$ cat src/hdl/c8core_pkg.sv
package c8core_pkg;

    // machine geometry
    localparam int ADDR_W      = 12;
    localparam int STACK_DEPTH = 16;
    localparam int SP_W        = $clog2(STACK_DEPTH);
    localparam int ROWS        = 32;
    localparam int ROW_W       = $clog2(ROWS);
    localparam int COLS        = 64;
    localparam int COL_W       = $clog2(COLS);
    localparam int FONT_LEN    = 80;

    localparam logic [ADDR_W-1:0] PROG_START = 12'h200;

    // input commands
    localparam logic [1:0] CMD_WRITE = 2'd0;
    localparam logic [1:0] CMD_EXEC  = 2'd1;
    localparam logic [1:0] CMD_TICK  = 2'd2;
    localparam logic [1:0] CMD_PIXEL = 2'd3;

    // result status codes
    localparam logic [1:0] STS_OK      = 2'd0;
    localparam logic [1:0] STS_INVALID = 2'd1;
    localparam logic [1:0] STS_WAIT    = 2'd2;

    // datapath steps issued by the controller
    localparam logic [4:0] ST_NONE     = 5'd0;
    localparam logic [4:0] ST_CLEAR    = 5'd1;
    localparam logic [4:0] ST_WRITE    = 5'd2;
    localparam logic [4:0] ST_TICK     = 5'd3;
    localparam logic [4:0] ST_PIXRD    = 5'd4;
    localparam logic [4:0] ST_PIXSEL   = 5'd5;
    localparam logic [4:0] ST_FETCH_HI = 5'd6;
    localparam logic [4:0] ST_FETCH_LO = 5'd7;
    localparam logic [4:0] ST_OPLAT    = 5'd8;
    localparam logic [4:0] ST_REGRD    = 5'd9;
    localparam logic [4:0] ST_EXEC     = 5'd10;
    localparam logic [4:0] ST_ALUWB    = 5'd11;
    localparam logic [4:0] ST_DRAW_RD  = 5'd12;
    localparam logic [4:0] ST_DRAW_WR  = 5'd13;
    localparam logic [4:0] ST_DRAW_END = 5'd14;
    localparam logic [4:0] ST_BCD      = 5'd15;
    localparam logic [4:0] ST_STR_RD   = 5'd16;
    localparam logic [4:0] ST_STR_WR   = 5'd17;
    localparam logic [4:0] ST_LDR_RD   = 5'd18;
    localparam logic [4:0] ST_LDR_WR   = 5'd19;
    localparam logic [4:0] ST_RESULT   = 5'd20;

    // instruction classes for sequencing
    localparam logic [2:0] OPC_SIMPLE = 3'd0;
    localparam logic [2:0] OPC_ALUF   = 3'd1;
    localparam logic [2:0] OPC_DRAW   = 3'd2;
    localparam logic [2:0] OPC_BCD    = 3'd3;
    localparam logic [2:0] OPC_STORE  = 3'd4;
    localparam logic [2:0] OPC_LOAD   = 3'd5;

    typedef struct packed {
        logic       latch;
        logic [4:0] step;
    } dp_cmd_t;

    typedef struct packed {
        logic [1:0] cmd;
        logic [2:0] op_class;
        logic       draw_empty;
        logic       cnt_last;
        logic       clr_last;
    } dp_stat_t;

    localparam logic [7:0] FONT [FONT_LEN] = '{
        8'hF0, 8'h90, 8'h90, 8'h90, 8'hF0, 8'h20, 8'h60, 8'h20, 8'h20, 8'h70,
        8'hF0, 8'h10, 8'hF0, 8'h80, 8'hF0, 8'hF0, 8'h10, 8'hF0, 8'h10, 8'hF0,
        8'h90, 8'h90, 8'hF0, 8'h10, 8'h10, 8'hF0, 8'h80, 8'hF0, 8'h10, 8'hF0,
        8'hF0, 8'h80, 8'hF0, 8'h90, 8'hF0, 8'hF0, 8'h10, 8'h20, 8'h40, 8'h40,
        8'hF0, 8'h90, 8'hF0, 8'h90, 8'hF0, 8'hF0, 8'h90, 8'hF0, 8'h10, 8'hF0,
        8'hF0, 8'h90, 8'hF0, 8'h90, 8'h90, 8'hE0, 8'h90, 8'hE0, 8'h90, 8'hE0,
        8'hF0, 8'h80, 8'h80, 8'h80, 8'hF0, 8'hE0, 8'h90, 8'h90, 8'h90, 8'hE0,
        8'hF0, 8'h80, 8'hF0, 8'h80, 8'hF0, 8'hF0, 8'h80, 8'hF0, 8'h80, 8'h80
    };

endpackage

$ cat src/hdl/c8core_controller.sv
module c8core_controller (
    input  logic                clk,
    input  logic                rst_n,
    input  logic                in_valid,
    output logic                in_ready,
    output logic                out_valid,
    input  logic                out_ready,
    input  c8core_pkg::dp_stat_t stat,
    output c8core_pkg::dp_cmd_t  cmd
);

    localparam logic [4:0] C_CLEAR = 5'd0;
    localparam logic [4:0] C_IDLE  = 5'd1;
    localparam logic [4:0] C_DISP  = 5'd2;
    localparam logic [4:0] C_PIX   = 5'd3;
    localparam logic [4:0] C_F1    = 5'd4;
    localparam logic [4:0] C_F2    = 5'd5;
    localparam logic [4:0] C_RR    = 5'd6;
    localparam logic [4:0] C_EX    = 5'd7;
    localparam logic [4:0] C_WB    = 5'd8;
    localparam logic [4:0] C_DRD   = 5'd9;
    localparam logic [4:0] C_DWR   = 5'd10;
    localparam logic [4:0] C_DEND  = 5'd11;
    localparam logic [4:0] C_BCD   = 5'd12;
    localparam logic [4:0] C_SRD   = 5'd13;
    localparam logic [4:0] C_SWR   = 5'd14;
    localparam logic [4:0] C_LRD   = 5'd15;
    localparam logic [4:0] C_LWR   = 5'd16;
    localparam logic [4:0] C_OUT   = 5'd17;

    logic [4:0] state_reg, state_next;
    logic       out_valid_reg, out_valid_next;
    logic       accept;
    logic       out_free;

    assign in_ready  = (state_reg == C_IDLE);
    assign accept    = in_valid && in_ready;
    assign out_valid = out_valid_reg;
    assign out_free  = !out_valid_reg || out_ready;

    // next state and step selection
    always_comb
    begin
        state_next     = state_reg;
        out_valid_next = out_valid_reg && !out_ready;
        cmd.latch      = accept;
        cmd.step       = c8core_pkg::ST_NONE;
        unique case (state_reg)
            C_CLEAR:
            begin
                cmd.step = c8core_pkg::ST_CLEAR;
                if (stat.clr_last)
                begin
                    state_next = C_IDLE;
                end
            end
            C_IDLE:
            begin
                if (accept)
                begin
                    state_next = C_DISP;
                end
            end
            C_DISP:
            begin
                unique case (stat.cmd)
                    c8core_pkg::CMD_WRITE:
                    begin
                        cmd.step   = c8core_pkg::ST_WRITE;
                        state_next = C_OUT;
                    end
                    c8core_pkg::CMD_TICK:
                    begin
                        cmd.step   = c8core_pkg::ST_TICK;
                        state_next = C_OUT;
                    end
                    c8core_pkg::CMD_PIXEL:
                    begin
                        cmd.step   = c8core_pkg::ST_PIXRD;
                        state_next = C_PIX;
                    end
                    default:
                    begin
                        cmd.step   = c8core_pkg::ST_FETCH_HI;
                        state_next = C_F1;
                    end
                endcase
            end
            C_PIX:
            begin
                cmd.step   = c8core_pkg::ST_PIXSEL;
                state_next = C_OUT;
            end
            C_F1:
            begin
                cmd.step   = c8core_pkg::ST_FETCH_LO;
                state_next = C_F2;
            end
            C_F2:
            begin
                cmd.step   = c8core_pkg::ST_OPLAT;
                state_next = C_RR;
            end
            C_RR:
            begin
                cmd.step   = c8core_pkg::ST_REGRD;
                state_next = C_EX;
            end
            C_EX:
            begin
                cmd.step = c8core_pkg::ST_EXEC;
                unique case (stat.op_class)
                    c8core_pkg::OPC_ALUF:  state_next = C_WB;
                    c8core_pkg::OPC_DRAW:  state_next = stat.draw_empty ? C_DEND : C_DRD;
                    c8core_pkg::OPC_BCD:   state_next = C_BCD;
                    c8core_pkg::OPC_STORE: state_next = C_SRD;
                    c8core_pkg::OPC_LOAD:  state_next = C_LRD;
                    default:               state_next = C_OUT;
                endcase
            end
            C_WB:
            begin
                cmd.step   = c8core_pkg::ST_ALUWB;
                state_next = C_OUT;
            end
            C_DRD:
            begin
                cmd.step   = c8core_pkg::ST_DRAW_RD;
                state_next = C_DWR;
            end
            C_DWR:
            begin
                cmd.step   = c8core_pkg::ST_DRAW_WR;
                state_next = stat.cnt_last ? C_DEND : C_DRD;
            end
            C_DEND:
            begin
                cmd.step   = c8core_pkg::ST_DRAW_END;
                state_next = C_OUT;
            end
            C_BCD:
            begin
                cmd.step = c8core_pkg::ST_BCD;
                if (stat.cnt_last)
                begin
                    state_next = C_OUT;
                end
            end
            C_SRD:
            begin
                cmd.step   = c8core_pkg::ST_STR_RD;
                state_next = C_SWR;
            end
            C_SWR:
            begin
                cmd.step   = c8core_pkg::ST_STR_WR;
                state_next = stat.cnt_last ? C_OUT : C_SRD;
            end
            C_LRD:
            begin
                cmd.step   = c8core_pkg::ST_LDR_RD;
                state_next = C_LWR;
            end
            C_LWR:
            begin
                cmd.step   = c8core_pkg::ST_LDR_WR;
                state_next = stat.cnt_last ? C_OUT : C_LRD;
            end
            C_OUT:
            begin
                if (out_free)
                begin
                    cmd.step       = c8core_pkg::ST_RESULT;
                    out_valid_next = 1'b1;
                    state_next     = C_IDLE;
                end
            end
            default:
            begin
                state_next = C_IDLE;
            end
        endcase
    end

    always_ff @(posedge clk or negedge rst_n)
    begin
        if (!rst_n)
        begin
            state_reg     <= C_CLEAR;
            out_valid_reg <= 1'b0;
        end
        else
        begin
            state_reg     <= state_next;
            out_valid_reg <= out_valid_next;
        end
    end

endmodule

$ cat config.mk
export PLATFORM = sky130hd
export DESIGN_NAME = c8core_controller
export DESIGN_NICKNAME = d
export VERILOG_FILES = /design/src/hdl/c8core_pkg.sv /design/src/hdl/c8core_controller.sv
export SDC_FILE = /design/constraint.sdc
export NUM_CORES = 1
export LEC_CHECK = 0
export BUFFER_PORTS_ARGS = -buffer_cell sky130_fd_sc_hd__buf_2
export CORE_ASPECT_RATIO = 1.25
export CORE_MARGIN = 4
export CORE_UTILIZATION = 30
export CTS_BUF_LIST = sky130_fd_sc_hd__clkbuf_4 sky130_fd_sc_hd__clkbuf_8 sky130_fd_sc_hd__clkbuf_16
export CTS_CLUSTER_SIZE = 30
export DETAILED_ROUTE_END_ITERATION = 10
export SLEW_MARGIN = 20
export SYNTH_ARGS = -nofsm -noshare
export SYNTH_HDL_FRONTEND = slang
export SYNTH_SLANG_ARGS = --single-unit
export TNS_END_PERCENT = 5
$ cat constraint.sdc
create_clock -name clk -period 1.9 [get_ports clk]
set_input_delay 0.19 -clock clk [delete_from_list [all_inputs] [get_ports clk]]
set_output_delay 0.19 -clock clk [all_outputs]
set_load 0.02 [all_outputs]
After elaboration in Yosys (flattened, before gate mapping) --
Index checks and enable logic that the tools add are counted.
Storage, ports and cells: flip-flop bits (word level) 6, input bits 12, output and inout bits 8, logic and storage cells 56
Cells by class: equality and inequality tests 28, multiplexer cells 16, reductions and logical operators 10
Operator list (count):
- $pmux W5 S17 | 1
- $pmux W5 S16 | 1
- $eq A5 B4 Y1 const B | 8
- $mux W5 | 7
- $pmux W5 S5 | 1
- $eq A5 B3 Y1 const B | 4
- $eq A5 B2 Y1 const B | 2
- $eq A5 B5 Y1 const B | 2
- $pmux W5 S2 | 1
- $pmux W3 S3 | 1
- $eq A3 B2 Y1 const B | 2
- $eq A3 B3 Y1 const B | 2
- $ne A2 B2 Y1 const B | 3
- $eq A5 B1 Y1 const B | 1
- $logic_not A5 Y1 | 1
- $eq A2 B2 Y1 const B | 2
- $mux W2 | 2
- $reduce_and A4 Y1 | 1
- $eq A3 B1 Y1 const B | 1
- $reduce_or A3 Y1 | 1
- $logic_and A1 B1 Y1 | 2
- $logic_not A1 Y1 | 2
- $logic_not A2 Y1 | 1
- $mux W1 | 2
- other kinds (3) | 3

Depth between registers and ports, before layout --
Gate-level depths: netlist of run 1.
depth in word-level cells 4, mapped depth 6, gate-level depth less buffers 6

Worst setup path before layout of run 1 --
Ideal clock, no wire load.
path kind register -> output, start point register state_reg[3], end point output port cmd[5] in the netlist's numbering, data arrival time 1656 ps, required time 1710 ps, slack 54 ps, cell stages (with the launch flop) 6, path buffers 2, cell sequence dfrtp_1 -> or2_1 -> buf_2 -> nor3_1 -> and2_1 -> buf_4
Between the ends: longest elaborated chain between the ends 2
RTL lines:
- start, declared | RTL line c8core_controller.sv:31 | logic [4:0] state_reg, state_next;
- start signal, assigned | RTL line c8core_controller.sv:194 | state_reg <= state_next;
- $eq A5 B1 Y1 | RTL line c8core_controller.sv:36 | assign in_ready = (state_reg == C_IDLE);
- via in_ready | RTL line c8core_controller.sv:5 | output logic in_ready,
- $logic_and A1 B1 Y1 | RTL line c8core_controller.sv:37 | assign accept = in_valid && in_ready;
- end, declared | RTL line c8core_controller.sv:9 | output c8core_pkg::dp_cmd_t cmd
The timed path passes the listed nets, and every way through them passes these cells.

==> summary.md, run 1 <==
| Metric | Value |
|---|---|
| Sequential Area | `~150 sq um` |
| Status | `complete, no violations` |
| Crit Path Max Fanout | `7` |
| Post-route cell area | `981 sq um` |
| Post-Route WL | `between 2 and 2.5 mm` |
| Cell variety after synth | `39` |
| Pre-Repair DR Iteration Count | `4` |
| Post-route ant nets | `0` |
| Post-Synth Simple-Gate Area | `0.371` |
| Max VDD drop | `just over 0.5 mV` |
| # clock sinks | `6` |
| Core footprint | `between 2000 and 3000 sq um` |
| EDFF count, synth | `0` |
| Largest net degree at the start of global routing | `17` |
| Vias in the first global route | `between 800 and 900` |
| Multi-input logic area | `588 sq um` |
| First-pass GRT wire length | `3.83 mm` |
| Crit. End Element | `output port` |
| CTS Buf Count | `3` |
| Leakage power | `~0.42 nW` |
| Hold slack | `about 230 ps` |
| Tot Pwr | `~1.6 mW` |
| # IOs | `20` |
| Slew Limit Headroom | `0.764` |
| Die area | `between 3000 and 4000 sq um` |
| Fin. max-slew vios | `0` |
| Root buffer cell | `clkbuf_4` |
| F_max | `about 0.54 GHz` |
| Final Cycle Share | `0.972` |
| Synth area leader | `dfrtp_1` |
| Synthesized Nets | `131` |
| CTS clk-pin slew, worst paths | `about 50 ps` |
| Die Y-Extent | `around 66 microns` |
| Hold Crit Depth | `3` |
| Worst-Skew Late Latency | `240 ps` |
| Ys Warns | `0` |
| Setup Skew | `4.72 ps` |
| DP Area | `about 920 sq um` |
| Vias per cell | `roughly 5.6` |
| Placed insts | `166` |
| Mean area per synthesized cell | `6.81 sq um` |
| Antenna violations before repair | `0` |
| DR WL/cell | `13.8 microns` |
| # fillers | `~290` |
| Share of cells above drive strength 1 | `0.290` |
| Bufs on Longest Clock Path | `2` |
| Layout Utilization | `0.392` |
| Data required, critical path | `1710 ps` |
| Total GRT Usage | `0.140` |
| Detailed-route via count | `approximately 960` |
| Compound-Gate Fraction of Synth Area | `0.304` |
| Nets | `~150` |
| Synth top area share | `0.187` |
| N_diodes | `0` |
| Largest family of logic cells by synthesized area | `simple AND/OR/NAND/NOR gates` |
| Slew @ Worst Pin | `approximately 350 ps` |
| Syn-to-layout area delta | `22.1%` |
| Top_reg_cell synth | `dfrtp_1` |
| Initial core utilization | `0.321` |
| Critical Path AT | `1660 ps` |
| Adder-cell share of the synthesized area | `0.0156` |
| Initial DRC count | `49` |
| CTS tree | `yes` |
| Gate Count Post-Synth | `118` |
| Worst min path class | `in -> reg` |
| R2r worst-path depth | `6` |
| Total grt overflow | `0` |
| Cell row count | `20` |
| Top post-synthesis cells by area | `dfrtp_1 (19%), nor2_1 (6.5%), nor3_1 (5.6%)` |
| Fin cells | `about 170` |
| Tmin final | `approximately 1800 ps` |
| Mux share of post-synthesis cell area | `0` |
| FF+latch count, synth | `6` |
| Die Wd | `54.3 microns` |
| H-tree depth | `1` |
| # setup viols final | `0` |
| Power per cell area | `around 1600 nW/um^2` |
| Max reg flops | `5` |
| DP Wirelength | `~1.8 mm` |
| Final hold violations | `0` |
| Asr flop ratio synth | `1.00` |
| Crit path kind | `reg -> out` |
| Final Wtd Congestion | `~0.9` |
| Max cap viols | `0` |
| RSZ-0062 raised after global routing | `true` |
| Cell Area, Synth | `803 sq um` |
| Quantity of I/O buffers inserted on ports | `19` |
| Sequential element share of the synthesized area | `0.187` |
| Detailed-route DRC error count | `0` |
| Synth Area in XOR/XNOR | `0.0218` |
| Startpoint types | `flip-flop` |
cell type report:
type | count | share of cell area
multi-input cells | 97 | 0.599
clock buffers | 3 | 0.0230
inverters | 5 | 0.0191
well taps | 33 | 0.0421
repair buffers | 27 | 0.161
flip-flops and latches | 6 | 0.156
cell usage after synthesis (all sizes together) (2+ instances only):
master   n
dfrtp    6
nand2    6
nand3    4
nand4    2
nor2b    2
or2      2
buf     10
o22ai    4
a21o     2
nor2    15
nor4     3
inv      5
a21oi    8
a31oi    2
o21ai   11
xnor2    2
a211oi   2
nor3    10
nand2b   7
cell usage in the layout, fill, tap and decap left out, drive strengths merged, types with 2 or more instances in the layout:
cell    netlist  final
o21ai        11     11
a21o          2      2
buf          10     26
a31oi         2      2
o22ai         4      4
inv           5      5
nor2b         2      2
nand4         2      2
nand2b        7      7
a211oi        2      2
nand2         6      6
nand3         4      4
dfrtp         6      6
or2           2      2
nor2         15     15
a21oi         8      8
nor3         10     10
clkbuf        0      3
nor4          3      3
xnor2         2      2
timing repair:
item                                   in CTS  in global routing
setup endpoints to repair                   2                  3
endpoints found under the hold margin       6                  0
hold buffers                                1                  0
gates resized for setup                     2                  6
buffers inserted                            0                  1
pin swaps                                   0                  1
power by group:
group	internal (mW)	switching (mW)	total (mW)
clock	0.0713	0.0434	0.115
combinational	0.485	0.723	1.21
sequential	0.186	0.100	0.286
total	0.742	0.867	1.61
per-stage QoR:
step                      TNS (ps)  setup WS (ps)
after floorplan                  0           54.5
after global placement           0            285
after detailed placement         0            225
after CTS                        0           9.71
after global routing         -31.0          -30.8
final                            0           53.0
cell families after synthesis:
logic type      count (synthesis)
compound gates                 38
xor+xnor                        2
fa+ha+maj                       1
buf+inv                        15
flops                           6
simple gates                   56
metal layers:
layer  share of wire  vias up  global-route usage
met3           0.081        2              0.0181
li1                -      480                   -
met4          0.0072        0              0.0405
met2            0.50       46               0.231
met1            0.42      434               0.184
met5               0        -                   0
worst paths after layout:
path / startpoint / endpoint / slack [ps]
setup / recovery: state_reg[2]$_DFFE_PN0P_ / cmd[1] / 50
hold / removal: out_ready / out_valid$_DFF_PN0_ / 230
setup reg to reg: state_reg[3]$_DFFE_PN0P_ / state_reg[1]$_DFFE_PN0P_ / 270
hold reg to reg: out_valid$_DFF_PN0_ / out_valid$_DFF_PN0_ / 520
max in group asynchronous: rst_n / state_reg[1]$_DFFE_PN0P_ / 1440
min in group asynchronous: rst_n / state_reg[4]$_DFFE_PN0P_ / 300
critical path, stage by stage, from the launching register on:
cell and delay [ps]:
dfrtp_1 370, or2_4 280, a21oi_1 130, a21oi_1 90
o22a_1 200, o32ai_1 130, buf_2 220
Power figures use the tool's default switching activity.
==> run 2, diff against run 1 <==
ABC_AREA = 1   (was unset)
==> summary.md, run 2 <==
| Metric | Value |
|---|---|
| Worst-Skew Late Latency | `240 ps (about the same)` |
| Syn-to-layout area delta | `19.7% (was 22.1%)` |
| Crit-path max cell delay | `480 ps (was 370 ps)` |
| Initial core utilization | `0.311 (was 0.321)` |
| Hold slack | `152 ps (was 228 ps)` |
| Synthesized Nets | `161 (was 131)` |
| EDFF count, synth | `0 (unchanged)` |
| CTS Buf Count | `3 (unchanged)` |
| RSZ-0062 raised after global routing | `true (unchanged)` |
| Crit. End Element | `output port (unchanged)` |
| Cell Area, Synth | `826 sq um (was 803 sq um)` |
| Cell row count | `21 (was 20)` |
| Final hold violations | `0 (unchanged)` |
| Ys Warns | `0 (unchanged)` |
| DP Area | `933 sq um (was 922 sq um)` |
| Max VDD drop | `0.462 mV (was 0.510 mV)` |
| Total grt overflow | `0 (unchanged)` |
| Post-Route WL | `2.47 mm (was 2.37 mm)` |
| Leakage power | `0.573 nW (was 0.420 nW)` |
| TNS Setup | `0 ps (unchanged)` |
| Final Wtd Congestion | `0.979 (was 0.898)` |
| Critical path's slowest cell | `dfrtp_2 (was dfrtp_1)` |
| Crit path launch | `state_reg[1]$_DFFE_PN0P_ (was state_reg[2]$_DFFE_PN0P_)` |
| Reg2reg start | `state_reg[1]$_DFFE_PN0P_ (was state_reg[3]$_DFFE_PN0P_)` |
| Power per cell area | `1490 nW/um^2 (was 1640 nW/um^2)` |
| FF+latch count, synth | `6 (unchanged)` |
| Max reg flops | `5 (unchanged)` |
| Slew @ Worst Pin | `407 ps (was 352 ps)` |
| Detailed-route via count | `1040 (was 962)` |
| Crit Path Max Fanout | `8 (was 7)` |
| # clock sinks | `6 (unchanged)` |
| Commonest cells after routing, fill and taps aside | `nand2_1 (36), nor2_1 (19), nand3_1 (19) (was buf_2 (19), nor2_1 (12), nor3_1 (9))` |
| Max cap viols | `0 (unchanged)` |
| Status | `complete, no violations (unchanged)` |
| H-tree depth | `1 (unchanged)` |
| Tmin final | `1820 ps (was 1850 ps)` |
| Post-route ant nets | `0 (unchanged)` |
| Initial DRC count | `66 (was 49)` |
| Mean area per synthesized cell | `5.58 sq um (was 6.81 sq um)` |
| Worst min path class | `in -> reg (unchanged)` |
| CTS tree | `yes (unchanged)` |
| Largest net degree at the start of global routing | `9 (was 17)` |
| Nets | `183 (was 153)` |
| Layout Utilization | `0.372 (was 0.392)` |
| Die area | `3660 sq um (was 3570 sq um)` |
| # IOs | `20 (unchanged)` |
| Vias in the first global route | `975 (was 873)` |
| Pre-Repair DR Iteration Count | `4 (unchanged)` |
| Setup Skew | `1.32 ps (was 4.72 ps)` |
| CTS clk-pin slew, worst paths | `40 ps (was 50 ps)` |
| HP Start | `out_ready (unchanged)` |
| Fin. max-slew vios | `0 (unchanged)` |
| Total GRT Usage | `0.151 (was 0.140)` |
| Crit path kind | `reg -> out (unchanged)` |
| Synth top area share | `0.182 (was 0.187)` |
| N_diodes | `0 (unchanged)` |
| Die Wd | `54.9 microns (was 54.3 microns)` |
| Startpoint types | `flip-flop (unchanged)` |
| Worst path most repeated cell | `nand2_1 (was a21oi_1)` |
| Asr flop ratio synth | `1.00 (unchanged)` |
| Root buffer cell | `clkbuf_4 (unchanged)` |
| Top-count cell post-synth | `nand2_1 (was nor2_1)` |
| Bufs on Longest Clock Path | `2 (unchanged)` |
| Die Y-Extent | `66.7 microns (was 65.9 microns)` |
| Synth cell count leaders | `nand2_1 (36), nand3_1 (19), nor2_1 (19), inv_1 (18), o21ai_0 (8) (was nor2_1 (14), nor3_1 (9), a21oi_1 (8), nand2b_1 (7), o21ai_1 (7))` |
| Critical Path AT | `1630 ps (was 1660 ps)` |
| Top post-synthesis cells by area | `dfrtp_1 (18%), nand2_1 (16%), nand3_1 (12%) (was dfrtp_1 (19%), nor2_1 (6.5%), nor3_1 (5.6%))` |
| Quantity of I/O buffers inserted on ports | `19 (unchanged)` |
| Post-route cell area | `988 sq um (was 981 sq um)` |
| # setup viols final | `0 (unchanged)` |
| Vias per cell | `5.15 (was 5.63)` |
| Sequential element share of the synthesized area | `0.182 (was 0.187)` |
| Antenna violations before repair | `0 (unchanged)` |
| Gate Count Post-Synth | `148 (was 118)` |
| Cell variety after synth | `20 (was 39)` |
| Top_reg_cell synth | `dfrtp_1 (unchanged)` |
| Final Cycle Share | `0.956 (was 0.972)` |
| First-pass GRT wire length | `4.10 mm (was 3.83 mm)` |
| Core footprint | `2650 sq um (was 2500 sq um)` |
| Tot Pwr | `1.48 mW (was 1.61 mW)` |
| Detailed-route DRC error count | `0 (unchanged)` |
| DR WL/cell | `12.2 microns (was 13.8 microns)` |
| Synth area leader | `dfrtp_1 (unchanged)` |
| Commonest non-fill, non-tap cell in the layout | `nand2_1 (was buf_2)` |
| Slew Limit Headroom | `0.726 (was 0.764)` |
| F_max | `0.551 GHz (was 0.541 GHz)` |
| DP Wirelength | `2.04 mm (was 1.80 mm)` |
| Share of cells above drive strength 1 | `0.256 (was 0.290)` |
| Crit-path cells | `nand2_1 -> nor2_1 -> nand2_1 -> o21ai_1 -> nor3_1 -> o211ai_1 -> buf_4 (was or2_4 -> a21oi_1 -> a21oi_1 -> o22a_1 -> o32ai_1 -> buf_2)` |
| Data required, critical path | `1710 ps (about the same)` |
## run 2: area by class of cell
type                    count  area [sq um]
clock buffers               3          22.5
well taps                  34          42.5
multi-input cells         116           574
fillers                   302          1670
inverters                  23          86.3
flip-flops and latches      6           155
repair buffers             20           108
## run 2: what timing repair did
action	CTS	global route
hold buffers	1	0
endpoints found under the setup margin	0	5
gates resized for setup	0	8
setup buffers	0	0
hold endpoints to repair	6	0
## run 2: path summary, 6_finish.rpt
path                            slack (ps)                        to  depth (start not counted)
worst max-delay path                    80                    cmd[2]                          7
min in group asynchronous              310  state_reg[1]$_DFFE_PN0P_                          2
max in group asynchronous             1430  state_reg[3]$_DFFE_PN0P_                          2
worst min-delay path                   150       out_valid$_DFF_PN0_                          2
worst min register to register         560       out_valid$_DFF_PN0_                          2
worst max register to register         420  state_reg[3]$_DFFE_PN0P_                          6
## run 2: cell families (layout without fill, tap and decap cells)
family	Yosys count	count (layout)	share of synthesized area
AO/OA/AOI/OAI	18	18	0.115
buffers and inverters	26	46	0.141
AND/OR/NAND/NOR	97	97	0.547
flip-flops	6	6	0.182
adder cells (fa/ha/maj)	1	1	0.0151
## run 2: worst max-delay path: cells and delay by family, from the launching register on
family | cells | cell delay (ps)
buffers and inverters | 1 | 170
AO/OA/AOI/OAI | 2 | 210
flip-flops | 1 | 480
AND/OR/NAND/NOR | 4 | 530
## run 2: metrics by stage
stage | worst slack [ps] | cells
floorplan | 328 | 148
global placement | 290 | 198
detailed placement | 264 | 198
CTS | 1.52 | 202
global route | -17.6 | 202
finish | 84.3 | 202
## run 2: where the power goes
group,switching [mW],internal (mW)
clock,0.0421,0.0712
combinational,0.694,0.363
sequential,0.117,0.190
## run 2: metal layers
metal	share of wire	global-route usage	wire [microns]
met4	0.013	0.0547	31
met3	0.069	0.0425	170
met1	0.40	0.177	989
met5	0	0	0
met2	0.52	0.251	1280
==> run 3, diff against run 2 <==
SETUP_SLACK_MARGIN = 0.4   (was unset)
==> summary.md, run 3 (synthesized netlist as in run 2, its figures left out) <==
| Metric | Value |
|---|---|
| Status | `complete, no violations (unchanged)` |
| Int Pwr | `710 uW (was 624 uW)` |
| Placed insts | `198 (unchanged)` |
| Die area | `3660 sq um (unchanged)` |
| Post-Route WL | `2.58 mm (was 2.47 mm)` |
| DP Area | `933 sq um (unchanged)` |
| Detailed-route DRC error count | `0 (unchanged)` |
| Bufs on Longest Clock Path | `2 (unchanged)` |
| DP Wirelength | `2.03 mm (was 2.04 mm)` |
| RSZ-0062 raised after global routing | `true (unchanged)` |
| Initial core utilization | `0.311 (unchanged)` |
| Max reg flops | `5 (unchanged)` |
| Crit path kind | `reg -> out (unchanged)` |
| Share of cells above drive strength 1 | `0.305 (was 0.256)` |
| Worst-Skew Late Latency | `240 ps (about the same)` |
| Power per cell area | `1520 nW/um^2 (was 1490 nW/um^2)` |
| Startpoint types | `flip-flop (unchanged)` |
| Cell row count | `21 (unchanged)` |
| Final Cycle Share | `0.970 (was 0.956)` |
| H-tree depth | `1 (unchanged)` |
| Fin cells | `208 (was 202)` |
| First-pass GRT wire length | `4.01 mm (was 4.10 mm)` |
| TNS Setup | `0 ps (unchanged)` |
| Pre-Repair DR Iteration Count | `4 (unchanged)` |
| CP delay by family, top | `simple AND/OR/NAND/NOR gates (unchanged)` |
| Vias in the first global route | `1009 (was 975)` |
| Reg power frac | `0.187 (was 0.208)` |
| Die Y-Extent | `66.7 microns (unchanged)` |
| Antenna violations before repair | `0 (unchanged)` |
| Root buffer cell | `clkbuf_4 (unchanged)` |
| Max cap viols | `0 (unchanged)` |
| Die Wd | `54.9 microns (unchanged)` |
| Final hold violations | `0 (unchanged)` |
| # IOs | `20 (unchanged)` |
| Commonest cells after routing, fill and taps aside | `nand2_1 (36), nand3_1 (19), nor2_1 (18) (was nand2_1 (36), nor2_1 (19), nand3_1 (19))` |
| Clock share of power | `0.070 (was 0.077)` |
| Setup Skew | `1.69 ps (was 1.32 ps)` |
| Final Wtd Congestion | `0.918 (was 0.979)` |
| CTS Buf Count | `3 (unchanged)` |
| Net Switching | `893 uW (was 854 uW)` |
| Comb pwr share | `0.743 (was 0.716)` |
| DR WL/cell | `12.4 microns (was 12.2 microns)` |
| Crit-path max cell delay | `470 ps (was 480 ps)` |
| Worst min path class | `in -> reg (unchanged)` |
| Critical Path AT | `1650 ps (was 1630 ps)` |
| Commonest non-fill, non-tap cell in the layout | `nand2_1 (unchanged)` |
| Critical path's slowest cell | `dfrtp_2 (unchanged)` |
| Slew @ Worst Pin | `421 ps (was 407 ps)` |
| Post-route ant nets | `0 (unchanged)` |
| Sw Ratio | `0.557 (was 0.578)` |
| Vias per cell | `5.34 (was 5.15)` |
| Fin. max-slew vios | `0 (unchanged)` |
| Tot Pwr | `1.60 mW (was 1.48 mW)` |
| Leakage power | `0.611 nW (was 0.573 nW)` |
| Initial DRC count | `64 (was 66)` |
| Total GRT Usage | `0.146 (was 0.151)` |
| Detailed-route via count | `1110 (was 1040)` |
| CTS tree | `yes (unchanged)` |
| Data required, critical path | `1710 ps (about the same)` |
| # setup viols final | `0 (unchanged)` |
| Crit Path Max Fanout | `7 (was 8)` |
| Crit. End Element | `output port (unchanged)` |
| Crit path launch | `state_reg[0]$_DFFE_PN0P_ (was state_reg[1]$_DFFE_PN0P_)` |
| Worst path most repeated cell | `nor2_4 (was nand2_1)` |
| Quantity of I/O buffers inserted on ports | `19 (unchanged)` |
| # clock sinks | `6 (unchanged)` |
| F_max | `0.543 GHz (was 0.551 GHz)` |
| Core footprint | `2650 sq um (unchanged)` |
| HP Start | `out_ready (unchanged)` |
| Post-route cell area | `1050 sq um (was 988 sq um)` |
| Largest net degree at the start of global routing | `9 (unchanged)` |
| Buf/Inv on CP | `2 (was 1)` |
| CTS clk-pin slew, worst paths | `40 ps (about the same)` |
| Pre-CTS WS | `256 ps (was 264 ps)` |
| Total grt overflow | `0 (unchanged)` |
| Syn-to-layout area delta | `27.4% (was 19.7%)` |
| Setup slack after layout | `57.1 ps (was 84.3 ps)` |
| Reg2reg start | `state_reg[0]$_DFFE_PN0P_ (was state_reg[1]$_DFFE_PN0P_)` |
| Max VDD drop | `0.555 mV (was 0.462 mV)` |
| Slew Limit Headroom | `0.717 (was 0.726)` |
| Nets | `189 (was 183)` |
| N_diodes | `0 (unchanged)` |
| Crit-path cells | `nor2_4 -> nand2_4 -> nor2_4 -> inv_2 -> a21oi_1 -> nor3_2 -> nand4_1 -> buf_4 (was nand2_1 -> nor2_1 -> nand2_1 -> o21ai_1 -> nor3_1 -> o211ai_1 -> buf_4)` |
| Tmin final | `1840 ps (was 1820 ps)` |
==> run 3: cell count changes in the layout (fill, tap and decap cells not counted) <==
cell	before	now
nor2_2	4	5
o21ai_0	8	7
buf_2	18	17
inv_1	18	17
buf_4	1	8
nor3_2	0	1
nor2_1	19	18
nand2_4	0	1
inv_2	5	6
nand2_2	2	1
o21ai_2	0	1
nor3_1	5	4
==> run 3: through the flow <==
stage                     hold slack (ps)  utilization
after global routing                  165        0.397
after global placement               20.6        0.352
after floorplan                      -106            -
final                                 168        0.397
after CTS                             160        0.384
after detailed placement             19.0        0.352
==> run 3: timing repair <==
item                                   CTS  global route
buffers inserted                         4             2
endpoints found under the hold margin    6             0
hold buffers                             1             0
gates resized for setup                  8             6
setup endpoints to repair               10            12
cloned                                   0             0
pin swaps                                0             4
==> run 3: path summary, 6_finish.rpt <==
check	endpoint	slack [ps]	cells after the start
max	cmd[1]	60	8
min	out_valid$_DFF_PN0_	170	2
max reg2reg	state_reg[3]$_DFFE_PN0P_	380	6
min reg2reg	out_valid$_DFF_PN0_	570	2
max in group asynchronous	state_reg[3]$_DFFE_PN0P_	1440	2
min in group asynchronous	state_reg[1]$_DFFE_PN0P_	310	2
==> run 3: final cells by class <==
type | count | area (sq um)
timing repair buffer | 26 | 155
multi-input combinational | 116 | 591
tap | 34 | 42.5
inverter | 23 | 86.3
clock buffer | 3 | 22.5
fill | 288 | 1600
sequential | 6 | 155
==> run 3: metal layers <==
layer  vias up  part of all wire  global-route usage
met1       488              0.35               0.177
met2        73              0.51               0.247
met5         -                 0                   0
li1        534                 -                   -
met4         0             0.036              0.0547
met3        15             0.097              0.0291
==> run 3: power groups by stage <==
stage	Clock (mW)	Combinational (mW)	Sequential, mW
2_1_floorplan	0	0.836	0.238
3_3_place_gp	0	1.02	0.281
3_5_place_dp	0	1.01	0.287
4_1_cts	0.117	1.11	0.292
5_1_grt	0.127	1.32	0.307
6_report	0.112	1.19	0.299
